==> src/sv/mbe_pkg.sv <==
`default_nettype none

package mbe_pkg;

  // register indexes on the config port
  localparam logic [2:0] REG_ORIGIN_RE = 3'd0;
  localparam logic [2:0] REG_ORIGIN_IM = 3'd1;
  localparam logic [2:0] REG_STEP_RE   = 3'd2;
  localparam logic [2:0] REG_STEP_IM   = 3'd3;
  localparam logic [2:0] REG_MAX_ITER  = 3'd4;

  localparam logic [15:0] MAX_ITER_RESET = 16'd768;

  typedef struct packed {
    logic [63:0] origin_re;
    logic [63:0] origin_im;
    logic [62:0] step_re;
    logic [62:0] step_im;
    logic [15:0] max_iter;
  } mbe_cfg_t;

  // weight of a partial product inside the 128-bit accumulator
  typedef enum logic [1:0] {
    SH_0  = 2'd0,
    SH_32 = 2'd1,
    SH_64 = 2'd2
  } mbe_shift_t;

  typedef struct packed {
    logic        valid;
    logic        first;
    mbe_shift_t  shift;
    logic [31:0] a;
    logic [31:0] b;
  } mbe_mac_req_t;

endpackage

`default_nettype wire

==> src/sv/mbe_mac.sv <==
`default_nettype none

// 32x32 multiplier, registered, feeding a 128-bit shift-accumulator
module mbe_mac import mbe_pkg::*; (
  input  wire logic          clk,
  input  wire logic          rst_n,
  input  wire mbe_mac_req_t  req,
  output logic [127:0]       acc
);

  logic         valid_r;
  logic         first_r;
  mbe_shift_t   shift_r;
  logic [63:0]  prod_r;
  logic [127:0] acc_r;
  logic [127:0] acc_nxt;
  logic [127:0] addend;

  assign acc = acc_r;

  always_comb begin
    case (shift_r)
      SH_0:    addend = {64'd0, prod_r};
      SH_32:   addend = {32'd0, prod_r, 32'd0};
      SH_64:   addend = {prod_r, 64'd0};
      default: addend = '0;
    endcase
    acc_nxt = acc_r;
    if (valid_r) begin
      acc_nxt = (first_r ? 128'd0 : acc_r) + addend;
    end
  end

  always_ff @(posedge clk) begin
    if (!rst_n) begin
      valid_r <= 1'b0;
    end else begin
      valid_r <= req.valid;
    end
  end

  always_ff @(posedge clk) begin
    first_r <= req.first;
    shift_r <= req.shift;
    prod_r  <= {32'd0, req.a} * {32'd0, req.b};
    acc_r   <= acc_nxt;
  end

endmodule

`default_nettype wire

==> config.mk <==
export PLATFORM = sky130hd
export DESIGN_NAME = mbe_mac
export DESIGN_NICKNAME = d
export VERILOG_FILES = /design/src/sv/mbe_pkg.sv /design/src/sv/mbe_mac.sv
export SDC_FILE = /design/constraint.sdc
export NUM_CORES = 2
export LEC_CHECK = 0
export ABC_AREA = 1
export BUFFER_PORTS_ARGS = -buffer_cell sky130_fd_sc_hd__buf_2
export CAP_MARGIN = 20
export CORE_MARGIN = 10
export CORE_UTILIZATION = 56
export DETAILED_ROUTE_END_ITERATION = 8
export PLACE_DENSITY = 0.71
export SETUP_SLACK_MARGIN = 0.5
export SLEW_MARGIN = 40
export SYNTH_ARGS = -nofsm -noshare
export SYNTH_HDL_FRONTEND = slang
export SYNTH_SLANG_ARGS = --single-unit
==> constraint.sdc <==
create_clock -name clk -period 23 [get_ports clk]
set_input_delay 4.6 -clock clk [delete_from_list [all_inputs] [get_ports clk]]
set_output_delay 4.6 -clock clk [all_outputs]
set_load 0.02 [all_outputs]
After elaboration in Yosys (flattened, before gate mapping)
Index checks and enable logic that the tools add are counted.

storage, ports and cells
  logic and storage cells = 12
  bits in latches = 0
  memories kept = 0
  output and inout port bits = 128
  flip-flop bits (word level) = 196
  RAM bits = 0
  input bits = 70
  memory bits (read-only) = 0

cells by class
  add/sub/neg operators = 1
  magnitude comparators = 0
  bitwise operators = 0
  $mul = 1
  shift-type cells = 0
  reduce and logical (&&, ||, !) cells = 1
  equal/unequal tests = 2
  mux-type cells = 2
  divide/modulo/power cells = 0

operators with widths
  operator            count
  $pmux 128 s3        1
  $add 128x128->128   1
  $mux 128            1
  $mul 32x32->64      1
  $eq 2x1->1 const B  1
  $eq 2x2->1 const B  1
  $logic_not 2->1     1

Longest topological paths before layout
  depth in word-level cells = 3
  mapped depth = 32
  gate-level depth less buffers = 31

Worst setup path after synthesis
Ideal clock, no wire load.

  kind = input to register
  start = in req[53] in the netlist's numbering
  end = reg prod_r[59]
  arrival time = 10.294 ns
  cell stages on the path = 24
  library setup time = 0.112 ns
  path buffers = 1
  required time = 22.888 ns
  slack = 12.594 ns
  cells stage by stage = clkbuf_1 -> nand2_1 -> fa_1 -> inv_1 -> fa_1 -> inv_1 -> fa_1 -> inv_1 -> fa_1 -> inv_1 -> fa_1 -> fa_1 -> fa_1 -> fa_1 -> inv_1 -> ha_1 -> a21oi_1 -> o21ai_0 -> a21oi_1 -> o21ai_0 -> a21oi_1 -> nand2_1 -> nand2_1 -> nand2_1

on the way
  cells in the longest elaborated chain, start to end = 1

ends and longest elaborated chain
  item                    line           RTL
  start: declaration      mbe_mac.sv:7   input wire mbe_mac_req_t req,
  $mul 32x32->64          mbe_mac.sv:45  prod_r <= {32'd0, req.a} * {32'd0, req.b};
  end signal: assignment  mbe_mac.sv:45
  end: declaration        mbe_mac.sv:14  logic [63:0] prod_r;

Every way passes these cells.
A chain may end at the register's enable or synchronous reset.

Final worst setup path
  start = in req[62] in the netlist's numbering
  end = reg prod_r[37]

Same word-level chain as after synthesis.

==> flow_metrics.env <==
export IMPL_portBuffers=197
export IMPL_clk_pin_slew_ns=0.08
export IMPL_rrSetupSlack_ns=18.69
export IMPL_crit_arrival_ns=11.91
export IMPL_dp_cells=9757
export IMPL_min_period_ns=11.50
export IMPL_setup_worst_path_end_class="flip-flop"
export IMPL_worst_pin_slew_ns=0.9020
export IMPL_drc=0
export IMPL_yosysUniqueCellTypes=36
export IMPL_fp_dieW_um=336.8
export IMPL_synthSimpleGateAreaFrac_pct=26.16
export IMPL_crit_type="in2reg"
export IMPL_hold_ws_ns=0.7270
export IMPL_cap_violations=0
export IMPL_setup_viol=0
export IMPL_synth_top_cell_by_area="fa_1"
export IMPL_yosys_cell_count_top_type="nand2_1"
export IMPL_max_freq_mhz=86.94
export IMPL_drive_above_1_share_pct=5.088
export IMPL_slew_violations=0
export IMPL_synth_fa_ha_area_share_pct=40.63
export IMPL_grt_pass1_wl_mm=306.1
export IMPL_cts_tree="built"
export IMPL_synth_seq_cells=196
export IMPL_synth_area_um2=56210
export IMPL_rr_worst_depth=12
export IMPL_yosysSeqAreaShare_pct=9.259
export IMPL_rows=116
export IMPL_clk_latency_ns=0.52
export IMPL_whs_path_depth=0
export IMPL_final_nets=9835
export IMPL_min_path_type="reg2reg"
export IMPL_drt_iter0_drc=4377
export IMPL_synthFlopType="edfxtp_1"
export IMPL_antenna_found_initial=3
export IMPL_clk_path_buf_depth=2
export IMPL_syn_num_nets=9831
export IMPL_area_delta_synth_final_pct=4.438
export IMPL_vias=51160
export IMPL_endpoint="prod_r[37]"
export IMPL_outcome="finished, final reports clean"
export IMPL_coreArea_um2=99860
export IMPL_die_area_um2=113500
export IMPL_grt_pass1_vias=51760
export IMPL_grtUsageTotal_pct=36.00
export IMPL_startpoint="req[62]"
export IMPL_synth_edff_count=128
export IMPL_async_reset_ff_share_pct=0
export IMPL_max_slew_margin_pct=39.87
export IMPL_skew_ns=0.02207
export IMPL_wl_mm=202.4
export IMPL_post_cts_resized=0
export IMPL_synth_top_family_by_area="adder cells"
export IMPL_yosys_top_cells_count="nand2_1, inv_1, fa_1, nor2_1, ha_1"
export IMPL_first_pass_iters=6
export IMPL_gp_congestion=1.064
export IMPL_final_cells=9792
export IMPL_wl_per_cell_um=20.67
export IMPL_hold_violations=0
export IMPL_synthXorXnorAreaFrac_pct=1.574
export IMPL_rsz0062_at_grt="false"
export IMPL_root_buffer="clkbuf_16"
export IMPL_critPathRequiredTime_ns=23.41
export IMPL_min_period_over_period_pct=50.01
export IMPL_fill_cells=9833
export IMPL_synth_cells=8474
export IMPL_cts_num_sinks=196
export IMPL_synthMuxAreaShare_pct=0
export IMPL_ios=198
export IMPL_viasPerCell=5.225
export IMPL_synth_top_cells_by_area="fa_1, nand2_1, inv_1"
export IMPL_synth_compound_area_share_pct=3.334
export IMPL_timing_rr_end="acc[91]"
export IMPL_dieHeight_um=336.8
export IMPL_tns_ns=0
export IMPL_synth_top_area_share_pct=31.94
export IMPL_dp_hpwl_mm=171.9
export IMPL_grt_max_degree=65
export IMPL_cts_max_level=4
export IMPL_cts_setup_buffers=0
export IMPL_cp_max_fo=32
export IMPL_r2r_start="first_r"
export IMPL_hold_buffers=0
export IMPL_start_util_pct=56.30
export IMPL_grt_ovfl_total=0
export IMPL_avgSynthCellArea_um2=6.634
export IMPL_numCtsBuffers=17
export IMPL_ant_nets=0
export IMPL_yosysWarnings=0
export IMPL_cp_start_kind="input pin"
-- cell families after synthesis --
family	count (synthesis)
flip-flops	196
AO/OA/AOI/OAI	344
buffers and inverters	2852
XOR/XNOR	101
AND/OR/NAND/NOR	3694
adder cells (fa/ha/maj)	1287
-- sequential cells by signal, summed over array words and instances (netlist names) --
name     cells
acc        128
first_r      1
prod_r      64
valid_r      1
shift_r      2
-- layer usage --
metal	share of wire (%)	GRT usage, %
met1	38	43.85
met2	47	61.04
met3	8.3	5.229
met4	6.5	19.88
met5	0.0084	0
-- per-stage QoR --
step,utilization (%),worst slack (ns),area (µm²)
CTS,58.78,11.53,58690
detailed placement,58.17,11.00,58090
global route,58.79,11.23,58700
floorplan,-,12.59,56210
global placement,58.17,11.00,58080
finish,58.79,11.50,58710
-- worst min-delay path by stage --
stage,start,end
final,valid_r,acc[122]
after global placement,valid_r,acc[122]
after global routing,valid_r,acc[122]
after CTS,valid_r,acc[122]
after floorplan,prod_r[0],acc[0]
after detailed placement,valid_r,acc[122]
-- critical path: stages --
cell and delay [ns]:
buf_2 0.65, nand2_1 0.19, fa_1 0.57, inv_1 0.05
fa_1 0.43, fa_1 0.55, inv_1 0.05, fa_1 0.48
inv_1 0.07, fa_1 0.49, fa_1 0.51, fa_1 0.49
inv_1 0.05, fa_1 0.48, inv_1 0.04, ha_1 0.36
a21oi_1 0.30, o21ai_0 0.24, a21oi_1 0.46, o21ai_0 0.39
a21oi_1 0.26, inv_1 0.06, nand2_1 0.06, nand2_1 0.05
-- cell usage in the layout (no fill, tap or decap), types with 64 or more instances in the layout --
| cell | n |
|---|---|
| nand2_1 | 2759 |
| inv_1 | 2586 |
| fa_1 | 897 |
| nor2_1 | 571 |
| ha_1 | 390 |
| buf_2 | 193 |
| a21oi_1 | 182 |
| nand3_1 | 143 |
| edfxtp_1 | 128 |
| xor2_1 | 93 |
| o21ai_0 | 71 |
| dfxtp_1 | 66 |
| nor2_2 | 65 |
| o22ai_1 | 64 |
-- layout make-up --
type	count	area (µm²)	area share [%]
diodes	3	7.507	0.01279
clock buffers	18	450.4	0.7672
clock inverters	14	153.9	0.2621
inverters	2628	9864	16.80
multi-input cells	5426	40310	68.65
flip-flops and latches	196	5213	8.879
well taps	1298	1624	2.766
repair buffers	209	1090	1.856
Power is left out: the tool's default activity adds up to more than one toggle a clock period on the data nets, which glitch-free logic cannot reach.
