<file path="src/sv/mbe_pkg.sv">
`default_nettype none

package mbe_pkg;

  // register indexes on the config port
  localparam logic [2:0] REG_ORIGIN_RE = 3'd0;
  localparam logic [2:0] REG_ORIGIN_IM = 3'd1;
  localparam logic [2:0] REG_STEP_RE   = 3'd2;
  localparam logic [2:0] REG_STEP_IM   = 3'd3;
  localparam logic [2:0] REG_MAX_ITER  = 3'd4;

  localparam logic [15:0] MAX_ITER_RESET = 16'd768;

  typedef struct packed {
    logic [63:0] origin_re;
    logic [63:0] origin_im;
    logic [62:0] step_re;
    logic [62:0] step_im;
    logic [15:0] max_iter;
  } mbe_cfg_t;

  // weight of a partial product inside the 128-bit accumulator
  typedef enum logic [1:0] {
    SH_0  = 2'd0,
    SH_32 = 2'd1,
    SH_64 = 2'd2
  } mbe_shift_t;

  typedef struct packed {
    logic        valid;
    logic        first;
    mbe_shift_t  shift;
    logic [31:0] a;
    logic [31:0] b;
  } mbe_mac_req_t;

endpackage

`default_nettype wire

</file>
<file path="src/sv/mbe_cfg.sv">
`default_nettype none

module mbe_cfg import mbe_pkg::*; (
  input  wire logic        clk,
  input  wire logic        rst_n,
  input  wire logic        cfg_valid,
  output logic             cfg_ready,
  input  wire logic [2:0]  cfg_index,
  input  wire logic [63:0] cfg_data,
  output mbe_cfg_t         cfg
);

  mbe_cfg_t cfg_r;
  mbe_cfg_t cfg_nxt;

  assign cfg_ready = 1'b1;
  assign cfg       = cfg_r;

  always_comb begin
    cfg_nxt = cfg_r;
    if (cfg_valid) begin
      unique case (cfg_index)
        REG_ORIGIN_RE: cfg_nxt.origin_re = cfg_data;
        REG_ORIGIN_IM: cfg_nxt.origin_im = cfg_data;
        REG_STEP_RE:   cfg_nxt.step_re   = cfg_data[62:0];
        REG_STEP_IM:   cfg_nxt.step_im   = cfg_data[62:0];
        REG_MAX_ITER:  cfg_nxt.max_iter  = cfg_data[15:0];
        default: ;  // unknown index: dropped
      endcase
    end
  end

  always_ff @(posedge clk) begin
    if (!rst_n) begin
      cfg_r.origin_re <= '0;
      cfg_r.origin_im <= '0;
      cfg_r.step_re   <= '0;
      cfg_r.step_im   <= '0;
      cfg_r.max_iter  <= MAX_ITER_RESET;
    end else begin
      cfg_r <= cfg_nxt;
    end
  end

endmodule

`default_nettype wire

</file>
<file path="config.mk">
export PLATFORM = sky130hd
export DESIGN_NAME = mbe_cfg
export DESIGN_NICKNAME = d
export VERILOG_FILES = /design/src/sv/mbe_pkg.sv /design/src/sv/mbe_cfg.sv
export SDC_FILE = /design/constraint.sdc
export NUM_CORES = 1
export LEC_CHECK = 0
export ABC_AREA = 1
export BUFFER_PORTS_ARGS = -buffer_cell sky130_fd_sc_hd__buf_2
export CAP_MARGIN = 20
export CORE_ASPECT_RATIO = 0.9
export CORE_MARGIN = 5
export CORE_UTILIZATION = 55
export DETAILED_ROUTE_END_ITERATION = 12
export PLACE_DENSITY = 0.86
export SLEW_MARGIN = 5
export SYNTH_ARGS = -nofsm -noshare
export SYNTH_HDL_FRONTEND = slang
export SYNTH_SLANG_ARGS = --single-unit
</file>
<file path="constraint.sdc">
create_clock -name clk -period 3.09 [get_ports clk]
set_input_delay 0.4635 -clock clk [delete_from_list [all_inputs] [get_ports clk]]
set_output_delay 0.4635 -clock clk [all_outputs]
set_load 0.05 [all_outputs]
</file>
# Word level (Yosys, flattened, before mapping)

Cells that the tools add are included.

Bits in registers: 270
Input bits: 70
Output and inout bits: 271
Logic and storage cells: 15

Equality and inequality tests: 4
Reductions and logical operators: 6

Operators with widths:

| kind                                           | count |
|---|---|
| AND reduction 2 bit                            | 5 |
| == test 3 x 2 -> 1 bit (second input constant) | 2 |
| == test 3 x 1 -> 1 bit (second input constant) | 1 |
| == test 3 bit (second input constant)          | 1 |
| logical NOT 3 bit                              | 1 |

# Depth between registers and ports, before layout

Gate-level depths: netlist (run 1).

Depth in word-level cells: 2
Depth in mapped cells: 8
Gate-level depth less buffers: 5

# Worst setup path after synthesis (run 1)

Ideal clock, no wire load.

Path type: input to register
Start: input port cfg_index[0]
End: register cfg_r (netlist bit cfg[10])
Library setup time: 0.114 ns
Data arrival time: 1.275 ns
Required time: 2.976 ns
Slack: 1.700 ns
Stages: 6
Path through: nor2_1 buf_4 buf_2 nand3_1 nand2_1 nor2_1

Word-level cells in the longest chain between the ends: 2

Ends and longest elaborated chain:

| element                       | RTL line      | RTL |
|---|---|---|
| start: declaration            | mbe_cfg.sv:8  | `input wire logic [2:0] cfg_index,` |
| == test 3 bit                 | mbe_cfg.sv:22 | `unique case (cfg_index)` |
| AND reduction 2 bit (no line) | --            |  |
| end signal: assignment        | mbe_cfg.sv:41 | `cfg_r <= cfg_nxt;` |
| end: declaration              | mbe_cfg.sv:13 | `mbe_cfg_t cfg_r;` |

Every way passes these cells.
A chain may end at the register's enable or synchronous reset.

# Worst setup path after layout (run 1)

Start: register cfg_r (netlist bit cfg[53])
End: output port cfg[53] (netlist bit)

RTL lines:

| element          | RTL line      | RTL |
|---|---|---|
| end: declaration | mbe_cfg.sv:10 | `output mbe_cfg_t cfg` |

No word-level cell between the ends.

==> summary.md, run 1 <==
| Metric | Value |
|---|---|
| CP Cell Sequence | buf_2 |
| Vias | 11103 |
| Sw frac | 28.5% |
| Min-Delay Path Depth | 3 |
| Setup bufs post-CTS | 0 |
| Hold_buf cts | 0 |
| Leakage | 6.77 nW |
| Slowest-stage cell, CP | dfxtp_1 |
| Startpoint Class | flop |
| Place WS | 1.06 ns |
| FILL cells | 1542 |
| Non-filler instance count after layout | 2097 |
| Commonest non-fill, non-tap cells in the layout | nor2_1, buf_2, nand2_1 |
| Post-route setup slack | 1.42 ns |
| WP buf/inv | 1 |
| Yosys reg bits | 270 |
| Fin nets | 1899 |
| Reg clk slew, reported paths | 0.06 ns |
| Setup violators final | 0 |
| First-pass GRT wire length | 52.8 mm |
| Worst Max-Slew Pin Slew | 0.891 ns |
| Hold Violations, Final | 0 |
| Placed inst area | 12500 µm² |
| Area grow syn2layout | 25.6% |
| Max Slew Vio Count | 0 |
| Num ports | 341 |
| Starting Density | 55.8% |
| CTS Sinks | 270 |
| Setup TNS | 0 ns |
| Vias per cell | 5.29 |
| Post-layout minimum cycle time | 1.67 ns |
| Worst IR drop on VDD | 0.471 mV |
| Syn_nets | 1616 |
| GR Layer Usage met2 | 47.8% |
| Comb pwr share | 15.0% |
| Htree depth | 1 |
| Final period util | 54.2% |
| Ant diodes | 0 |
| Seq pwr share | 45.2% |
| Outcome | completed |
| Final Total Pwr | 8.12 mW |
| Core ar. | 19200 µm² |
| Commonest non-fill, non-tap cell in the layout | nor2_1 |
| Post-route ant nets | 0 |
| Port bufs | 339 |
| Relative slew slack | 40.6% |
| Total routed wirelength | 33.8 mm |
| Share of layout cells above drive strength 1 | 22.4% |
| Fmax | 597 MHz |
| Initial antenna violation count | 0 |
| CP delay by family, top | flip-flops |
| WL per Instance | 16.1 µm |
| Worst Reg-to-Reg Cells | 2 |
| DR DRC count | 0 |
| Critical Path AT | 1.21 ns |
| GRT Max-Usage Layer | met2 |
| CP Data Required Time | 2.63 ns |
| Synth Warn # | 0 |
| Vias in the first global route | 10190 |
| RSZ-0062 raised after global routing | false |
| DRT Pass-1 Iters | 6 |
| Die H | 142 µm |
| Clock Tree Buf Depth | 3 |
| Syn avg cell area | 6.91 µm² |
| Sw power | 2.31 mW |
| Fin area | 13400 µm² |
| Clock power share | 39.8% |
| Placed cell count | 2050 |
| Largest net degree at the start of global routing | 119 |
| DRT iter0 DRCs | 967 |
| Worst clock skew | 0 ns |
| Cell internal pwr | 5.81 mW |
| Die Wd | 157 µm |
| Max reg flops | 270 |
| GR Util All Layers | 28.7% |
| Mapped Cells | 1546 |
| GR Layer Usage met3 | 6.78% |
| GPL Wtd Cong | 0.916 |
| Grt met1 use | 36.2% |
| Grt ovf | 0 |
| Slowest stage delay, CP | 0.40 ns |
| CTS tree | built |
| DP HPWL | 23.0 mm |
| Max FO, Critical Path | 2 |
| Clock latency on the worst-skew pair | 0.52 ns |
| CP Depth | 1 |
| Syn Std Cell Area | 10700 µm² |
| Crit Path Class | flop to output port |
| Critical Path End Type | output port |
| Post-CTS resize count | 0 |
| Std cell rows | 48 |
| Area of the die | 22300 µm² |
| Yosys cell types | 13 |
| CTS buffer count | 27 |
| Max-Cap Viols | 0 |
| Sequential-to-total area share from yosys stat | 50.6% |
| PwrDens | 606 nW/µm² |
| CTS Root Cell | clkbuf_16 |
| HP Class | input pin to flop |
[cells in the mapped netlist]
cell type / instances / area (µm²)
clkbuf_1: 9 / 33.8
buf_1: 31 / 116
nor2_1: 538 / 2020
conb_1: 1 / 3.75
inv_1: 69 / 259
nor2_2: 7 / 43.8
buf_6: 6 / 67.6
buf_4: 2 / 15.0
inv_2: 1 / 3.75
nand3_1: 270 / 1350
nand2_1: 279 / 1050
buf_2: 63 / 315
dfxtp_1: 270 / 5410
[per-layer routing]
metal | vias to the layer above | part of all wire, % | wire (µm)
met5 | - | 0 | 0
met4 | 0 | 4.1 | 1390
met3 | 95 | 10 | 3530
met2 | 571 | 47 | 16000
met1 | 5086 | 38 | 12900
li1 | 5351 | - | -
[layout make-up]
class                   count  area [µm²]  area share (%)
clock buffers              41         788            5.88
clock inverters             6        82.6           0.616
inverters                  70         263            1.96
multi-input cells        1095        4510            33.6
flip-flops and latches    270        5410            40.3
well taps                 250         313            2.33
repair buffers            365        2050            15.3
[power by group through the flow]
stage	logic [mW]	registers (mW)	clock network [mW]
after detailed placement	1.21	3.75	0
after floorplan	0.459	4.16	0
after global placement	1.19	3.74	0
after global routing	1.31	3.68	3.42
after CTS	1.21	3.67	3.27
final	1.22	3.67	3.23
[metrics by stage]
step           hold WS, ns  util (%)
4_1_cts              0.174      70.0
2_1_floorplan        0.577         -
5_1_grt              0.203      70.0
3_3_place_gp         0.452      65.5
6_report             0.187      70.0
3_5_place_dp         0.460      65.5
[kinds of logic (layout without fill, tap and decap cells)]
logic type | Yosys count | count (layout) | synth area share (%)
AND/OR/NAND/NOR | 1094 | 1094 | 41.8
flip-flops | 270 | 270 | 50.6
buffers and inverters | 181 | 482 | 7.59
other | 1 | 1 | 0.0351
[path summary, 6_finish.rpt]
check,slack [ns],endpoint,from
setup reg to reg,2.46,cfg[1],cfg[1]
hold / removal,0.19,cfg[8],cfg_data[8]
setup / recovery,1.42,cfg[53],cfg[53]
hold reg to reg,0.48,cfg[4],cfg[4]
Note: power is estimated with default switching activity, not from simulation.
==> run 2: changes to the inputs <==
--- a/config.mk
+++ b/config.mk
@@ -10,9 +10,9 @@
 export CAP_MARGIN = 20
 export CORE_ASPECT_RATIO = 0.9
 export CORE_MARGIN = 5
-export CORE_UTILIZATION = 55
+export CORE_UTILIZATION = 51
 export DETAILED_ROUTE_END_ITERATION = 12
-export PLACE_DENSITY = 0.86
+export PLACE_DENSITY = 0.81
 export SLEW_MARGIN = 5
 export SYNTH_ARGS = -nofsm -noshare
 export SYNTH_HDL_FRONTEND = slang
==> constraint.sdc (replaced) <==
create_clock -name clk -period 1.69 [get_ports clk]
set_input_delay 0.2535 -clock clk [delete_from_list [all_inputs] [get_ports clk]]
set_output_delay 0.2535 -clock clk [all_outputs]
set_load 0.05 [all_outputs]
==> run 2 against run 1 <==
  * Wire length grew 0.57%
  * Cell area grew 2.1%
  * Sequential power increased by 83%
  * Die area grew 7.3%
  * Register-to-register slack got worse by 1.4 ns
  * Combinational power rose by 86%
  * Sequential share of layout area fell by 0.82 points
  * Critical path depth did not move
  * Flip-flop and latch count unchanged
  * Largest cell class unchanged
  * Hold slack lost 0.15 ns
  * Clock-buffer cell count grew 4
==> summary.md, run 2 (same netlist as run 1, synthesis figures left out) <==
| Metric | Value |
|---|---|
| Initial antenna violation count | 0 |
| DR DRC count | 0 |
| Htree depth | 1 |
| CTS Sinks | 270 |
| GR Util All Layers | 27.2% |
| Max-Cap Viols | 0 |
| Leakage | 6.87 nW |
| Area of the die | 23900 µm² |
| Max reg flops | 270 |
| Reg2reg start | cfg[237] |
| Flop-to-flop setup slack | 1.04 ns |
| CTS tree | built |
| Vias in the first global route | 10174 |
| Commonest non-fill, non-tap cells in the layout | nor2_1, buf_2, nand2_1 |
| Non-filler instance count after layout | 2144 |
| RSZ-0062 raised after global routing | false |
| Setup bufs post-CTS | 0 |
| Hold Startpoint | cfg_data[9] |
| Clock Tree Buf Depth | 3 |
| Setup violators final | 0 |
| GPL Wtd Cong | 0.893 |
| Port bufs | 339 |
| Total routed wirelength | 34.0 mm |
| Worst IR drop on VDD | 0.754 mV |
| Die H | 147 µm |
| Critical Path End Type | output port |
| DRT Pass-1 Iters | 5 |
| Ant diodes | 0 |
| Hold_buf cts | 1 |
| Seq pwr share | 44.6% |
| Clock latency on the worst-skew pair | 0.53 ns |
| Reg clk slew, reported paths | 0.06 ns |
| Post-route ant nets | 0 |
| PwrDens | 1100 nW/µm² |
| Num ports | 341 |
| Hold WS | 0.0328 ns |
| Worst clock skew | 0 ns |
| Max FO, Critical Path | 2 |
| Core ar. | 20700 µm² |
| Sw frac | 28.5% |
| Sw power | 4.28 mW |
| Largest net degree at the start of global routing | 80 |
| Commonest non-fill, non-tap cell in the layout | nor2_1 |
| Hold endpoint | cfg[9] |
| Comb pwr share | 15.1% |
| Area grow syn2layout | 28.2% |
| Share of layout cells above drive strength 1 | 22.8% |
| Max Slew Vio Count | 0 |
| CP Data Required Time | 1.44 ns |
| Placed cell count | 2092 |
| First-pass GRT wire length | 53.7 mm |
| Cell internal pwr | 10.8 mW |
| Worst reg2reg endpoint | cfg[237] |
| WP buf/inv | 1 |
| Die Wd | 163 µm |
| Post-layout minimum cycle time | 1.47 ns |
| Crit Path Class | flop to output port |
| Fin nets | 1907 |
| HP Class | input pin to flop |
| CP Cell Sequence | buf_2 |
| Min-Delay Path Depth | 3 |
| Outcome | completed |
| Startpoint Class | flop |
| CP delay by family, top | flip-flops |
| Setup TNS | 0 ns |
| CTS Root Cell | clkbuf_16 |
| Worst Reg-to-Reg Cells | 2 |
| Grt ovf | 0 |
| Final period util | 87.1% |
| DRT iter0 DRCs | 985 |
| Slowest-stage cell, CP | dfxtp_1 |
| Clock power share | 40.3% |
| Std cell rows | 50 |
| Post-CTS resize count | 0 |
| Vias | 10946 |
| Starting Density | 51.6% |
| Hold Violations, Final | 0 |
| Vias per cell | 5.11 |
| CTS buffer count | 28 |
| WL per Instance | 15.9 µm |
| Fmax | 680 MHz |
| DP HPWL | 22.7 mm |
| Critical Path AT | 1.22 ns |
| Slowest stage delay, CP | 0.38 ns |
==> run 2: cell count changes in the layout (fill, tap and decap cells not counted), sizes merged <==
cell and delta:
clkbuf +4, clkinv +2, dlygate4sd3 +1, buf +6, bufinv -1, clkinvlp -1
==> run 2: metal layers <==
layer	up-vias	share of wire (%)	GRT usage, %
met5	-	0	0
met4	0	3.8	10.3
met3	83	9.3	6.00
met2	550	46	45.0
met1	4952	40	34.8
li1	5361	-	-
==> run 2: how the worst max path moves through the flow <==
stage	startpoint	end	depth (start not counted)
floorplan	cfg_index[0]	cfg[10]	6
finish	cfg[152]	cfg[152]	1
global route	cfg[152]	cfg[152]	1
detailed placement	cfg_index[2]	cfg[26]	7
CTS	cfg[152]	cfg[152]	1
global placement	cfg_index[1]	cfg[35]	7
==> run 2: power by group through the flow <==
| stage | sequential (mW) | combinational (mW) | clock (mW) |
|---|---|---|---|
| 6_report | 6.71 | 2.27 | 6.06 |
| 5_1_grt | 6.73 | 2.44 | 6.42 |
| 4_1_cts | 6.71 | 2.27 | 6.14 |
| 3_5_place_dp | 6.85 | 2.25 | 0 |
| 3_3_place_gp | 6.84 | 2.23 | 0 |
| 2_1_floorplan | 7.61 | 0.839 | 0 |
==> run 2: area by class of cell <==
| cell class | instances | area [µm²] |
|---|---|---|
| tap | 286 | 358 |
| timing repair buffer | 372 | 2240 |
| multi-input combinational | 1095 | 4510 |
| sequential | 270 | 5410 |
| clock buffer | 45 | 856 |
| fill | 1803 | 7020 |
| clock inverter | 6 | 55.1 |
| inverter | 70 | 263 |
==> run 2: stage by stage <==
step | util, % | setup WS [ns] | power, mW | area, µm²
after global placement | 61.7 | 0.295 | 9.07 | 12800
after global routing | 66.1 | 0.174 | 15.6 | 13700
after detailed placement | 61.7 | 0.264 | 9.10 | 12800
after CTS | 66.1 | 0.207 | 15.1 | 13700
after floorplan | - | 0.510 | 8.45 | 10700
final | 66.1 | 0.219 | 15.0 | 13700
==> run 2: worst register-to-register path, cell delays in order, from the launching register on <==
cell     delay, ns
dfxtp_1       0.32
nor2_1        0.16
nor2_1        0.07
==> run 3: changes to the inputs <==
--- a/config.mk
+++ b/config.mk
@@ -12,6 +12,7 @@
 export CORE_MARGIN = 5
 export CORE_UTILIZATION = 51
 export DETAILED_ROUTE_END_ITERATION = 12
+export HOLD_SLACK_MARGIN = 0.12
 export PLACE_DENSITY = 0.81
 export SLEW_MARGIN = 5
 export SYNTH_ARGS = -nofsm -noshare
==> constraint.sdc (replaced) <==
create_clock -name clk -period 1.69 [get_ports clk]
set_input_delay 0.2535 -clock clk [delete_from_list [all_inputs] [get_ports clk]]
set_output_delay 0.2535 -clock clk [all_outputs]
set_load 0.02 [all_outputs]
==> run 3 against run 2 <==
  * Combinational power fell by 18%
  * First-iteration DRC count rose by 14%
  * Total power fell by 2.7%
  * Setup slack improved by 0.095 ns
  * Sequential power barely moved
  * Cell area rose by 3.7%
  * Clock-buffer cell count did not move
  * Flip-flop and latch count did not move
  * Fmax rose by 6.9%
  * Via count rose by 1.9%
  * Largest power group unchanged
  * Highest routed layer unchanged
==> summary.md, run 3 (same netlist as run 1, synthesis figures left out) <==
| Metric | Value |
|---|---|
| Outcome | completed |
| Total routed wirelength | 35.0 mm |
| Final period util | 81.4% |
| Post-layout minimum cycle time | 1.38 ns |
| Min-Delay Path Depth | 5 |
| Cell internal pwr | 10.8 mW |
| Max-Cap Viols | 0 |
| PwrDens | 1030 nW/µm² |
| CTS buffer count | 28 |
| Clock power share | 41.4% |
| Setup bufs post-CTS | 0 |
| Slowest-stage cell, CP | dfxtp_1 |
| Comb pwr share | 12.7% |
| Hold Startpoint | cfg_data[50] |
| Leakage | 7.08 nW |
| GRT Max-Usage Layer | met2 |
| Setup violators final | 0 |
| Commonest non-fill, non-tap cell in the layout | nor2_1 |
| Worst Reg-to-Reg Cells | 2 |
| Slowest stage delay, CP | 0.38 ns |
| GR Util All Layers | 27.9% |
| Critical Path AT | 1.12 ns |
| DR DRC count | 0 |
| Ant diodes | 0 |
| Starting Density | 51.6% |
| Flop-to-flop setup slack | 1.03 ns |
| Post-route ant nets | 0 |
| FILL cells | 1697 |
| Area of the die | 23900 µm² |
| Max FO, Critical Path | 2 |
| Fmax | 727 MHz |
| Core ar. | 20700 µm² |
| Seq pwr share | 45.9% |
| Non-filler instance count after layout | 2194 |
| DRT Pass-1 Iters | 6 |
| CP Cell Sequence | buf_2 |
| Max Slew Vio Count | 0 |
| WL per Instance | 15.9 µm |
| Startpoint Class | flop |
| Max reg flops | 270 |
| Share of layout cells above drive strength 1 | 22.2% |
| Worst IR drop on VDD | 0.724 mV |
| Clock Tree Buf Depth | 3 |
| Placed cell count | 2092 |
| Num ports | 341 |
| First-pass GRT wire length | 55.0 mm |
| CP Data Required Time | 1.44 ns |
| RSZ-0062 raised after global routing | false |
| Std cell rows | 50 |
| GR Layer Usage met2 | 46.6% |
| Vias | 11153 |
| Commonest non-fill, non-tap cells in the layout | nor2_1, buf_2, nand2_1 |
| Crit Path Class | flop to output port |
| DP HPWL | 22.7 mm |
| Sw frac | 26.0% |
| Area of the multi-input gates | 4510 µm² |
| Worst clock skew | 0 ns |
| Hold Violations, Final | 0 |
| GPL Wtd Cong | 0.893 |
| HP Class | input pin to flop |
| CP delay by family, top | flip-flops |
| Setup TNS | 0 ns |
| GR Layer Usage met3 | 6.23% |
| Htree depth | 1 |
| Grt ovf | 0 |
| Grt met1 use | 35.4% |
| Critical Path End Type | output port |
| Area grow syn2layout | 32.9% |
| Worst reg2reg endpoint | cfg[237] |
| WP buf/inv | 1 |
| Fin nets | 1957 |
| Sw power | 3.81 mW |
| Die H | 147 µm |
| DRT iter0 DRCs | 1120 |
| Vias per cell | 5.08 |
| Hold_buf cts | 51 |
| CTS tree | built |
| Die Wd | 163 µm |
| Seq. cell area | 5410 µm² |
| Port bufs | 339 |
| Post-CTS resize count | 0 |
| CTS Sinks | 270 |
| Reg clk slew, reported paths | 0.06 ns |
| Clock latency on the worst-skew pair | 0.53 ns |
| Initial antenna violation count | 0 |
| Hold endpoint | cfg[256] |
| Reg2reg start | cfg[237] |
| CTS Root Cell | clkbuf_16 |
| Largest net degree at the start of global routing | 80 |
| Vias in the first global route | 10497 |
==> run 3: cell types whose count changed in the layout (fill, tap and decap cells not counted) <==
| cell | before | now |
|---|---|---|
| dlygate4sd3_1 | 1 | 51 |
==> run 3: area by class of cell <==
cell class | instances | area share (%)
clock buffers | 45 | 6.03
well taps | 286 | 2.52
clock inverters | 6 | 0.388
flip-flops and latches | 270 | 38.1
repair buffers | 422 | 19.3
inverters | 70 | 1.85
multi-input cells | 1095 | 31.8
==> run 3: per-stage QoR <==
stage          hold slack (ns)  power (mW)  worst slack, ns  util [%]  instance area (µm²)
6_report                 0.142        14.6            0.314      68.5                14200
5_1_grt                  0.152        15.2            0.273      68.5                14200
4_1_cts                  0.124        14.7            0.305      68.5                14200
3_5_place_dp             0.460        8.60            0.264      61.7                12800
3_3_place_gp             0.451        8.57            0.295      61.7                12800
2_1_floorplan            0.367        7.94            0.512         -                10700
==> run 3: layer usage <==
layer / up-vias / part of all wire, % / wire length [µm]
met4: 0 / 3.7 / 1290
li1: 5460 / - / -
met5: - / 0 / 0
met2: 560 / 47 / 16500
met3: 86 / 9.0 / 3160
met1: 5047 / 40 / 14000
==> run 3: how the worst max path moves through the flow <==
stage                      start  endpoint  slack, ns  cells past startpoint
floorplan           cfg_index[0]   cfg[10]       0.51                      6
global placement    cfg_index[1]   cfg[35]       0.30                      7
detailed placement  cfg_index[2]   cfg[26]       0.26                      7
CTS                     cfg[152]  cfg[152]       0.31                      1
global route            cfg[152]  cfg[152]       0.27                      1
finish                  cfg[152]  cfg[152]       0.31                      1
==> run 3: power groups by stage <==
stage	Combinational, mW	Sequential (mW)	Clock [mW]
floorplan	0.835	7.11	0
global placement	1.72	6.84	0
detailed placement	1.75	6.85	0
global route	2.04	6.73	6.41
finish	1.86	6.71	6.06
CTS	1.85	6.71	6.14
